## src/srrr_pkg.sv

```systemverilog
// shared types and constants of the selective-repeat reorder receiver
package srrr_pkg;

  localparam int SEQ_SPACE_DEF   = 256;
  localparam int WINDOW_DEF      = 16;
  localparam int MAX_PAYLOAD_DEF = 1024;

  localparam logic [1:0] KIND_DATA  = 2'd0;
  localparam logic [1:0] KIND_ACK   = 2'd1;
  localparam logic [1:0] KIND_FINAL = 2'd2;

  typedef struct packed {
    logic [7:0]  seq_num;
    logic [10:0] seg_length;
    logic        is_last;
    logic [31:0] payload_ref;
  } in_word_t;

  typedef struct packed {
    logic [1:0]  kind;
    logic [7:0]  out_seq;
    logic [10:0] out_length;
    logic [31:0] out_ref;
    logic [7:0]  ack_num;
    logic        end_of_run;
  } out_word_t;

  // front to back: classified arrival
  typedef struct packed {
    logic        done;     // transfer already ended
    logic        deliver;  // d == 0
    logic        store;    // 0 < d < 2*window
    logic [7:0]  seq;
    logic [10:0] len;
    logic        last;
    logic [31:0] pref;
    logic [7:0]  gap;
  } cmd_t;

endpackage

```

## src/srrr_front.sv

```systemverilog
// front end: clips the length and classifies the arriving word by distance
module srrr_front #(
  parameter int WINDOW      = srrr_pkg::WINDOW_DEF,
  parameter int MAX_PAYLOAD = srrr_pkg::MAX_PAYLOAD_DEF
) (
  input  logic               clk,
  input  logic               rst_n,
  input  logic               take,
  input  srrr_pkg::in_word_t in_word,
  input  logic [7:0]         expected,
  input  logic               done,
  output logic               cmd_valid,
  output srrr_pkg::cmd_t     cmd,
  input  logic               cmd_pop
);

  localparam int          SEQ_SPACE = srrr_pkg::SEQ_SPACE_DEF;
  localparam logic [11:0] DWIN = 12'(2 * WINDOW);
  localparam logic [10:0] MAXL = 11'(MAX_PAYLOAD > 2047 ? 2047 : MAX_PAYLOAD);
  localparam logic [7:0]  MASK = 8'(SEQ_SPACE - 1);

  srrr_pkg::cmd_t cmd_r, cmd_nxt;
  logic           valid_r;
  logic [7:0]     seq, gap;

  always_comb begin
    seq  = in_word.seq_num & MASK;
    gap  = (seq - expected) & MASK;
    cmd_nxt.done    = done;
    cmd_nxt.deliver = (gap == 8'd0);
    cmd_nxt.store   = (gap != 8'd0) && ({4'd0, gap} < DWIN);
    cmd_nxt.seq     = seq;
    cmd_nxt.len     = (in_word.seg_length > MAXL) ? MAXL : in_word.seg_length;
    cmd_nxt.last    = in_word.is_last;
    cmd_nxt.pref    = in_word.payload_ref;
    cmd_nxt.gap     = gap;
  end

  always_ff @(posedge clk) begin
    if (!rst_n) begin
      valid_r <= 1'b0;
    end else if (take) begin
      valid_r <= 1'b1;
    end else if (cmd_pop) begin
      valid_r <= 1'b0;
    end
    if (take) begin
      cmd_r <= cmd_nxt;
    end
  end

  assign cmd_valid = valid_r;
  assign cmd       = cmd_r;

endmodule

```

## config.mk

```make
export PLATFORM = sky130hd
export DESIGN_NAME = srrr_front
export DESIGN_NICKNAME = d
export VERILOG_FILES = /design/src/srrr_pkg.sv /design/src/srrr_front.sv
export SDC_FILE = /design/constraint.sdc
export NUM_CORES = 1
export LEC_CHECK = 0
export CORE_MARGIN = 2
export CORE_UTILIZATION = 65
export CTS_CLUSTER_DIAMETER = 40
export DETAILED_ROUTE_END_ITERATION = 6
export DONT_BUFFER_PORTS = 1
export GPL_TIMING_DRIVEN = 0
export PLACE_DENSITY = 0.91
export SETUP_SLACK_MARGIN = 0.2
export SLEW_MARGIN = 40
export SYNTH_ARGS = -nofsm -noshare
export SYNTH_HDL_FRONTEND = slang
export SYNTH_SLANG_ARGS = --single-unit
```

## constraint.sdc

```tcl
create_clock -name clk -period 5.7 [get_ports clk]
set_input_delay 0.57 -clock clk [delete_from_list [all_inputs] [get_ports clk]]
set_output_delay 0.57 -clock clk [all_outputs]
set_load 0.005 [all_outputs]
```

**After elaboration in Yosys (flattened, before gate mapping)**

Index checks and enable logic that the tools add are counted.

- Bits in registers: 64
- Input port bits: 65
- Output and inout port bits: 64
- Word-level logic and storage cells: 18

- Add/subtract/negate cells: 1
- Magnitude comparators: 2
- Multiplexer cells: 2
- Reduce and logical (&&, ||, !) cells: 4

Operators with widths:

| cell | number |
|---|---|
| 11-bit > comparator (second input constant) | 1 |
| 8-bit logical NOT | 1 |
| 8-bit by 6-bit less-than comparator with 1-bit output (second input constant) | 1 |
| 8-bit nonzero test | 1 |
| 8-bit subtractor | 1 |
| 1-bit two-way mux | 2 |
| 2-bit nonzero test | 1 |
| 1-bit logical AND | 1 |

**Logic depth before layout (Yosys ltp)**

Gate-level depths: netlist of run 1.

- Depth after elaboration: 3
- Gate-level depth with buffers: 9
- Mapped depth without buffers: 9

**Least setup slack after synthesis of run 1**

No wires, ideal clock.

- Path type: in2reg
- Start: input port in_word[44] in the netlist's numbering
- End: register cmd_r (netlist bit cmd[60]) (data pin)
- Library setup time: 0.266 ns
- Arrival: 2.323 ns
- Data required time: 5.434 ns
- Setup slack: 3.111 ns
- Cell stages on the path: 9
- Buffers on the path: 0
- Cells stage by stage: inv_1 > ha_1 > inv_1 > fa_1 > a211oi_2 > nor2_1 > xor2_1 > or4_1 > nor3b_1

RTL lines:

| item | RTL line | RTL |
|---|---|---|
| from (decl) | srrr_front.sv:9 | `input srrr_pkg::in_word_t in_word,` |
| to (signal assigned) | srrr_front.sv:48 | `cmd_r <= cmd_nxt;` |
| to (decl) | srrr_front.sv:22 | `srrr_pkg::cmd_t cmd_r, cmd_nxt;` |

==> results of run 1 <==
-- cell type report --
type	count	area, sq um
inverters	10	37.5
plain buffers	2	7.51
well taps	46	57.6
clock buffers	10	71.3
fillers	198	826
clock inverters	6	83.8
multi-input cells	57	420
flip-flops and latches	64	1910
-- power breakdown --
group	switching (mW)	internal, mW
combinational	0.0277	0.0202
clock	0.148	0.176
sequential	0.0234	0.566
total	0.200	0.762
-- flip-flops by register name, indices dropped and copies added (netlist names) --
register	cells
cmd	63
cmd_valid	1
-- cells in the mapped netlist, drive strengths merged (2+ instances only) --
cell,number,area share (%)
o21a,3,0.95
a211oi,2,0.84
a21oi,4,0.84
nor2b,12,3.2
nor2,5,0.79
ha,7,3.7
nor3,2,0.63
edfxtp,63,80
clkbuf,2,0.32
inv,10,1.6
xor2,4,1.5
nand2,4,0.63
nand2b,2,0.53
nor3b,2,0.63
a31oi,2,0.53
-- layer usage --
metal	vias to the layer above	part of all wire (%)	global-route usage [%]
met5	-	0	0
met4	0	0.78	7.18
met3	4	8.6	9.55
li1	516	-	-
met2	80	55	35.7
met1	514	36	24.1
-- final timing paths --
check / start / to / slack [ps]
max: in_word[44] / cmd[60]$_DFFE_PP_ / 3330
max reg2reg: cmd_valid$_SDFFE_PN0P_ / cmd_valid$_SDFFE_PN0P_ / 4970
min reg2reg: cmd_valid$_SDFFE_PN0P_ / cmd_valid$_SDFFE_PN0P_ / 660
min: in_word[24] / cmd[32]$_DFFE_PP_ / 290
-- cells by family (layout without fill, tap and decap cells) --
logic type / Yosys count / in the layout / synth area share [%]
compound gates: 15 / 15 / 4.42
xor+xnor: 5 / 5 / 1.84
fa+ha+maj: 8 / 8 / 4.53
buf+inv: 12 / 28 / 1.90
flops: 64 / 64 / 80.4
simple gates: 29 / 29 / 6.89
-- stage by stage --
| step | area (sq um) | setup slack, ps |
|---|---|---|
| after floorplan | 2380 | 3110 |
| after global placement | 2430 | 2950 |
| after detailed placement | 2430 | 2950 |
| after CTS | 2590 | 3360 |
| after global routing | 2590 | 3250 |
| final | 2590 | 3330 |
-- worst max-delay path: stages --
cell and delay (ps):
inv_1 30, ha_1 160, inv_1 50, fa_1 410, a211oi_2 240, nor2_1 100
xor2_1 160, or4_1 590, nor3b_1 180
==> flow_summary_export.csv, run 1 <==
group,metric,value,unit
run_status,status,"complete, no violations",
cts,cts_tree,"yes",
synth,synth_edf_count,63,
global_routing,gr-usage-all-layers,21.1,%
cts,cts_resized,0,
timing,fin_skew,0,ps
cts,cts_buffer_depth,2,
layout,final_cells,195,
floorplanning,die_w,64.5,um
global_routing,antenna_found_initial,0,
hold_path,hold_class,"input pin to flip-flop",
synth,synth.avg_cell_area,17.9,sq um
layout,final_common_cell,"edfxtp_1",
floorplanning,fp.dieH,64.5,um
timing,fin_hold_ws,290,ps
synth,yosysUniqueCellTypes,26,
layout,syn_to_final_growth,8.95,%
cts,h-tree-depth,3,
synth,ys_seq_area_share,80.4,%
layout,final_cell_mix,"edfxtp_1 (63), nor2b_1 (12), inv_1 (10)",
cts,cts_setup_buffers,0,
cts,cts_root_buf,"clkbuf_4",
critical_path,end_kind,"flip-flop",
timing,finalHoldViolCount,0,
synth,async_flop_share,0,%
cts,worstSkewPairLatency,360,ps
layout,insertedDiodeCount,0,
cts,cts_sinks,64,
timing,worst_pin_slew,429,ps
synth,netlist_area,2380,sq um
layout,drive_gt1_share,10.7,%
synth,ys_warn_count,0,
pwr,fin_total_pwr,0.962,mW
critical_path,cp_max_fo,2,
cts,cts.clk_slew.worst_paths,100,ps
synth,synth_nets,206,
placed_design,port-buffer-count,0,
layout,final_util,75.8,%
timing,rsz0062_at_grt,"no",
global_routing,grt_max_degree,65,
placed_design,dp_hpwl,3220,um
floorplanning,fp.coreArea,3420,sq um
layout,fin_nets,217,
detailed_routing,drc,0,
timing,drv_slew,0,
placed_design,dp_cells,179,
detailed_routing,dr_total_vias,1114,
pwr,power_density,371,nW/um^2
flow_run,cap_viol_max_count,0,
detailed_routing,drt_iter0_markers,115,
pwr,peakVddDrop,0.000232,V
detailed_routing,wl_per_cell,21.8,um
timing,fmax,0.421,GHz
placed_design,gp_congestion,0.774,
cts,numCtsBuffers,9,
critical_path,worstRegToRegCells,2,
cts,hold_buffers,0,
global_routing,grt_pass1_wl,5980,um
critical_path,required,5810,ps
timing,max-slew-margin-rel,71.2,%
critical_path,start_kind,"input pin",
detailed_routing,ant_nets,0,
global_routing,grt.overflow.total,0,
critical_path,cp.arrival,2490,ps
floorplanning,std_cell_rows,21,
synth,ys_seq_elements,64,
hold_path,hold_depth,0,
global_routing,grt_pass1_vias,1094,
pwr,leakage,0.916,nW
detailed_routing,drt_wl_total,4250,um
synth,synthesis.instances,133,
timing,period_share,41.6,%
critical_path,critical_path_class,"input pin to flip-flop",
timing,min_period,2370,ps
detailed_routing,viasPerCell,5.71,
detailed_routing,dr.pass1.iters,4,
floorplanning,initial_core_util,69.6,%
floorplanning,num_io_pins,129,
floorplanning,dieArea,4160,sq um
timing,setup_viol,0,
synth,ys.flop_type,"edfxtp_1",
timing,setup_tns,0,ps
Power figures use the tool's default switching activity.
==> run 2: changes to the inputs <==
--- a/config.mk
+++ b/config.mk
@@ -6,12 +6,12 @@
 export NUM_CORES = 1
 export LEC_CHECK = 0
 export CORE_MARGIN = 2
-export CORE_UTILIZATION = 65
+export CORE_UTILIZATION = 61
 export CTS_CLUSTER_DIAMETER = 40
 export DETAILED_ROUTE_END_ITERATION = 6
 export DONT_BUFFER_PORTS = 1
 export GPL_TIMING_DRIVEN = 0
-export PLACE_DENSITY = 0.91
+export PLACE_DENSITY = 0.87
 export SETUP_SLACK_MARGIN = 0.2
 export SLEW_MARGIN = 40
 export SYNTH_ARGS = -nofsm -noshare
==> constraint.sdc (replaced) <==
create_clock -name clk -period 2.41 [get_ports clk]
set_input_delay 0.241 -clock clk [delete_from_list [all_inputs] [get_ports clk]]
set_output_delay 0.241 -clock clk [all_outputs]
set_load 0.005 [all_outputs]
==> run 2 against run 1 <==
Net effect: count of clock-buffer cells in the layout increased by 1; register-to-register slack got worse by 3300 ps; total power increased to 2.5 times the previous value; non-clock buffer count increased by 42; first-iteration DRC count increased by 67%; sequential share of layout area decreased by 11 points; setup slack got worse by 3000 ps; largest cell class unchanged.
==> flow_summary_export.csv, run 2 (synthesis gave the netlist of run 1 again) <==
group,metric,value,unit
global_routing,grt_pass1_wl,6950,um
critical_path,required,2480,ps
pwr,p_int,1.90,mW
placed_design,dp_hpwl,3400,um
layout,syn_to_final_growth,27.8,%
layout,fillCellCount,197,
placed_design,port-buffer-count,0,
pwr,fin_total_pwr,2.42,mW
cts,cts_resized,0,
critical_path,rr_endpoint,"cmd_valid$_SDFFE_PN0P_",
critical_path,critical_path_class,"input pin to flip-flop",
detailed_routing,ant_nets,0,
placed_design,gp_congestion,0.771,
critical_path,cp_top_family,"simple AND/OR/NAND/NOR gates",
pwr,power_density,796,nW/um^2
critical_path,critPathSlowestCell,"or4_1",
layout,largest_reg_flops,63,
critical_path,critical_path_depth,9,
critical_path,cp.buffers_inverters,2,
critical_path,cp_max_fo,2,
timing,min_period,2050,ps
cts,cts_setup_buffers,0,
pwr,sw_frac_of_total,21.4,%
floorplanning,dieArea,4410,sq um
timing,fin_ws,362,ps
placed_design,dp_cells,181,
cts,worstSkewPairLatency,320,ps
timing,rsz0062_at_grt,"no",
layout,fin_nets,259,
critical_path,startpoint,"in_word[44]",
timing,setup_viol,0,
cts,cts_root_buf,"clkbuf_8",
timing,worst_pin_slew,417,ps
critical_path,path_cells,"inv_1 -> ha_1 -> inv_1 -> fa_2 -> a211oi_2 -> nor2_1 -> xor2_1 -> or4_1 -> nor3b_1",
timing,max-slew-margin-rel,72.2,%
pwr,combPwrFrac,7.3,%
timing,finalHoldViolCount,0,
timing,drv_slew,0,
floorplanning,std_cell_rows,22,
timing,fin_skew,0,ps
hold_path,hold_class,"input pin to flip-flop",
floorplanning,fp.dieH,66.4,um
timing,setup_tns,0,ps
critical_path,worstRegToRegCells,2,
layout,final_cells,239,
timing,period_share,85.0,%
critical_path,max_stage_delay,480,ps
pwr,p_seq_share,57.8,%
detailed_routing,drc,0,
run_status,status,"complete, no violations",
detailed_routing,drt_wl_total,5330,um
global_routing,antenna_found_initial,0,
placed_design,place_area,2440,sq um
layout,final_cell_mix,"edfxtp_1 (63), dlygate4sd3_1 (42), nor2b_1 (12)",
critical_path,r2r_setup_slack,1670,ps
cts,h-tree-depth,3,
global_routing,grt_max_degree,65,
global_routing,grt_pass1_vias,1303,
layout,design_area,3040,sq um
cts,cts_tree,"yes",
critical_path,crit_top_cell,"inv_1",
floorplanning,initial_core_util,64.0,%
critical_path,end_kind,"flip-flop",
critical_path,endpoint,"cmd[60]$_DFFE_PP_",
detailed_routing,dr_total_vias,1363,
critical_path,reg2reg_from,"cmd_valid$_SDFFE_PN0P_",
detailed_routing,drt_iter0_markers,192,
floorplanning,die_w,66.4,um
floorplanning,num_io_pins,129,
timing,fmax,0.488,GHz
pwr,clkPwrFrac,34.9,%
cts,numCtsBuffers,9,
critical_path,cp.arrival,2110,ps
floorplanning,fp.coreArea,3720,sq um
cts,cts_sinks,64,
layout,drive_gt1_share,7.85,%
cts,cts.clk_slew.worst_paths,70,ps
critical_path,start_kind,"input pin",
pwr,leakage,1.11,nW
detailed_routing,dr.pass1.iters,4,
pwr,power.net_switching,0.516,mW
layout,final_common_cell,"edfxtp_1",
global_routing,gr-usage-all-layers,23.1,%
cts,cts_buffer_depth,2,
cts,hold_buffers,27,
layout,insertedDiodeCount,0,
detailed_routing,viasPerCell,5.70,
placed_design,place_ws,49.7,ps
detailed_routing,wl_per_cell,22.3,um
flow_run,cap_viol_max_count,0,
pwr,peakVddDrop,0.000515,V
global_routing,grt.overflow.total,0,
## run 2: cell types whose count changed in the layout (fill, tap and decap cells not counted), sizes merged
| cell | before | now |
|---|---|---|
| bufinv | 2 | 1 |
| clkinvlp | 2 | 0 |
| clkinv | 2 | 4 |
| clkbuf | 12 | 13 |
| dlygate4sd3 | 0 | 42 |
## run 2: area by class of cell
cell class                      count  area [sq um]  area share (%)
Sequential cell                    64          1910            62.9
Multi-Input combinational cell     57           423            13.9
Timing Repair Buffer               42           420            13.8
Clock buffer                       11           131            4.32
Tap cell                           48          60.1            1.98
Clock inverter                      5          47.5            1.56
Inverter                           10          37.5            1.24
Buffer                              2          7.51           0.247
## run 2: how the worst min path moves through the flow
stage | slack, ps | endpoint | cells past startpoint | startpoint
after floorplan | 340 | cmd[10]$_DFFE_PP_ | 0 | in_word[2]
after detailed placement | 340 | cmd[15]$_DFFE_PP_ | 0 | in_word[7]
final | 30 | cmd[41]$_SDFFCE_PN0P_ | 0 | take
after CTS | 2 | cmd[52]$_DFFE_PP_ | 0 | in_word[44]
after global routing | 2 | cmd[53]$_DFFE_PP_ | 0 | take
after global placement | 340 | cmd[18]$_DFFE_PP_ | 0 | in_word[10]
## run 2: through the flow
step	hold WS [ps]	utilization, %
2_1_floorplan	340	-
3_3_place_gp	340	65.7
3_5_place_dp	340	65.7
4_1_cts	1.56	77.7
5_1_grt	1.74	81.8
6_report	26.6	81.8
## run 2: worst reg2reg max path, cell delays in order (launching register included)
cell and delay, ps:
dfxtp_1 330, nor2b_1 130, o21a_1 170
## run 2: per-layer routing
layer / global-route usage [%] / part of all wire [%] / vias to the layer above
li1: - / - / 600
met1: 25.1 / 35 / 640
met2: 39.0 / 53 / 108
met3: 7.16 / 9.3 / 15
met4: 14.8 / 2.6 / 0
met5: 0 / 0 / -
## run 2: power groups by stage
stage	registers (mW)	clock network, mW	logic, mW
3_5_place_dp	1.42	0	0.114
4_1_cts	1.40	0.843	0.151
2_1_floorplan	1.40	0	0.0920
6_report	1.40	0.843	0.176
5_1_grt	1.41	0.909	0.194
3_3_place_gp	1.41	0	0.106
==> run 3: changes to the inputs <==
==> constraint.sdc (replaced) <==
create_clock -name clk -period 2.05 [get_ports clk]
set_input_delay 0.205 -clock clk [delete_from_list [all_inputs] [get_ports clk]]
set_output_delay 0.205 -clock clk [all_outputs]
set_load 0.005 [all_outputs]
==> run 3 against run 2 <==
Net effect: count of clock-buffer cells in the layout down 2; critical endpoint unchanged; largest power group unchanged; clock power down 3.9%; core utilization up 0.40 points; critical path type unchanged.
==> flow_summary_export.csv, run 3 (synthesis gave the netlist of run 1 again) <==
group,metric,value,unit
cts,cts_buffer_depth,2,
detailed_routing,drt_wl_total,5200,um
hold_path,hold_depth,0,
pwr,power.net_switching,0.576,mW
detailed_routing,drc,0,
floorplanning,fp.coreArea,3720,sq um
critical_path,cp_max_fo,2,
cts,cts_sinks,64,
hold_path,min_from,"take",
critical_path,reg2reg_from,"cmd_valid$_SDFFE_PN0P_",
global_routing,antenna_found_initial,0,
detailed_routing,ant_nets,0,
timing,drv_slew,0,
timing,setup_viol,0,
global_routing,gr-usage-all-layers,24.1,%
cts,worstSkewPairLatency,310,ps
hold_path,hold_end,"cmd[54]$_DFFE_PP_",
critical_path,end_kind,"flip-flop",
detailed_routing,dr_total_vias,1329,
timing,fmax,0.545,GHz
global_routing,grt_pass1_wl,7130,um
floorplanning,std_cell_rows,22,
timing,setup_tns,0,ps
global_routing,grt_max_degree,65,
floorplanning,initial_core_util,64.0,%
cts,hold_buffers,43,
pwr,p_int,2.10,mW
layout,drive_gt1_share,10.6,%
pwr,power_density,876,nW/um^2
layout,largest_reg_flops,63,
pwr,combPwrFrac,8.2,%
run_status,status,"complete, no violations",
layout,final_common_cell,"edfxtp_1",
layout,fillCellCount,201,
pwr,clkPwrFrac,30.3,%
pwr,sw_frac_of_total,21.5,%
placed_design,dp_hpwl,3300,um
layout,insertedDiodeCount,0,
timing,max-slew-margin-rel,71.9,%
floorplanning,dieArea,4410,sq um
cts,cts.clk_slew.worst_paths,60,ps
hold_path,hold_class,"input pin to flip-flop",
critical_path,critical_path_class,"input pin to flip-flop",
timing,fin_hold_ws,2.48,ps
layout,design_area,3050,sq um
critical_path,start_kind,"input pin",
detailed_routing,dr.pass1.iters,4,
layout,multi_input_area,449,sq um
floorplanning,num_io_pins,129,
placed_design,port-buffer-count,0,
detailed_routing,viasPerCell,5.61,
timing,min_period,1830,ps
layout,regArea,1910,sq um
timing,period_share,89.5,%
cts,numCtsBuffers,9,
placed_design,place_area,2460,sq um
cts,cts_tree,"yes",
pwr,p_seq_share,61.5,%
timing,finalHoldViolCount,0,
floorplanning,fp.dieH,66.4,um
layout,syn_to_final_growth,28.5,%
layout,fin_nets,261,
placed_design,dp_cells,181,
layout,final_cells,237,
pwr,peakVddDrop,0.000583,V
critical_path,rr_endpoint,"cmd_valid$_SDFFE_PN0P_",
critical_path,r2r_setup_slack,1350,ps
detailed_routing,drt_iter0_markers,85,
critical_path,cp.arrival,1890,ps
critical_path,worstRegToRegCells,2,
timing,rsz0062_at_grt,"yes",
global_routing,grt.overflow.total,0,
cts,cts_root_buf,"clkbuf_8",
layout,final_cell_mix,"edfxtp_1 (63), dlygate4sd3_1 (43), nor2b_1 (12)",
detailed_routing,wl_per_cell,21.9,um
flow_run,cap_viol_max_count,0,
pwr,leakage,1.10,nW
global_routing,grt_pass1_vias,1350,
cts,h-tree-depth,3,
floorplanning,die_w,66.4,um
timing,worst_pin_slew,418,ps
placed_design,gp_congestion,0.735,
timing,fin_skew,0,ps
critical_path,required,2100,ps
## run 3: worst max-delay path: stages
cell and delay [ps]:
inv_12 30, ha_4 120, inv_2 30, fa_2 370, a211oi_4 290, nor2_2 70, xor2_1 160, or4_4 450
nor3b_1 160
## run 3: power by group through the flow
stage / logic, mW / clock network [mW] / registers [mW]
2_1_floorplan: 0.112 / 0 / 1.64
3_3_place_gp: 0.128 / 0 / 1.66
3_5_place_dp: 0.136 / 0 / 1.67
4_1_cts: 0.210 / 0.812 / 1.65
5_1_grt: 0.240 / 0.882 / 1.66
6_report: 0.219 / 0.810 / 1.65
## run 3: what timing repair did
action / in CTS / in global routing
resized for setup: 1 / 2
pin swaps: 1 / 1
endpoints found under the setup margin: 1 / 2
hold endpoints to repair: 106 / 63
setup buffers: 0 / 1
## run 3: final cells by class
cell class | instances | share of cell area, %
sequential | 64 | 62.6
multi-input combinational | 57 | 14.7
timing repair buffer | 44 | 14.3
clock buffer | 9 | 4.06
tap | 48 | 1.97
inverter | 10 | 1.64
clock inverter | 3 | 0.451
buffer | 2 | 0.246
## run 3: worst max path at each step
stage	from	to	slack (ps)	depth (start not counted)
detailed placement	in_word[44]	cmd[60]$_DFFE_PP_	-170	9
floorplan	in_word[44]	cmd[60]$_DFFE_PP_	30	9
finish	in_word[44]	cmd[60]$_DFFE_PP_	220	9
CTS	in_word[44]	cmd[60]$_DFFE_PP_	210	9
global placement	in_word[44]	cmd[60]$_DFFE_PP_	-130	9
global route	in_word[44]	cmd[60]$_DFFE_PP_	150	9
## run 3: metal layers
| layer | wire (um) | part of all wire [%] | GRT usage [%] |
|---|---|---|---|
| met1 | 1820 | 35 | 24.6 |
| met2 | 2850 | 55 | 44.3 |
| met3 | 421 | 8.1 | 6.30 |
| met4 | 99 | 1.9 | 12.8 |
| met5 | 0 | 0 | 0 |
## run 3: metrics by stage
step | power [mW] | setup WS (ps) | util, %
2_1_floorplan | 1.76 | 28.7 | -
3_3_place_gp | 1.79 | -131 | 66.3
3_5_place_dp | 1.81 | -165 | 66.3
4_1_cts | 2.67 | 213 | 81.8
5_1_grt | 2.78 | 146 | 82.2
6_report | 2.67 | 216 | 82.2
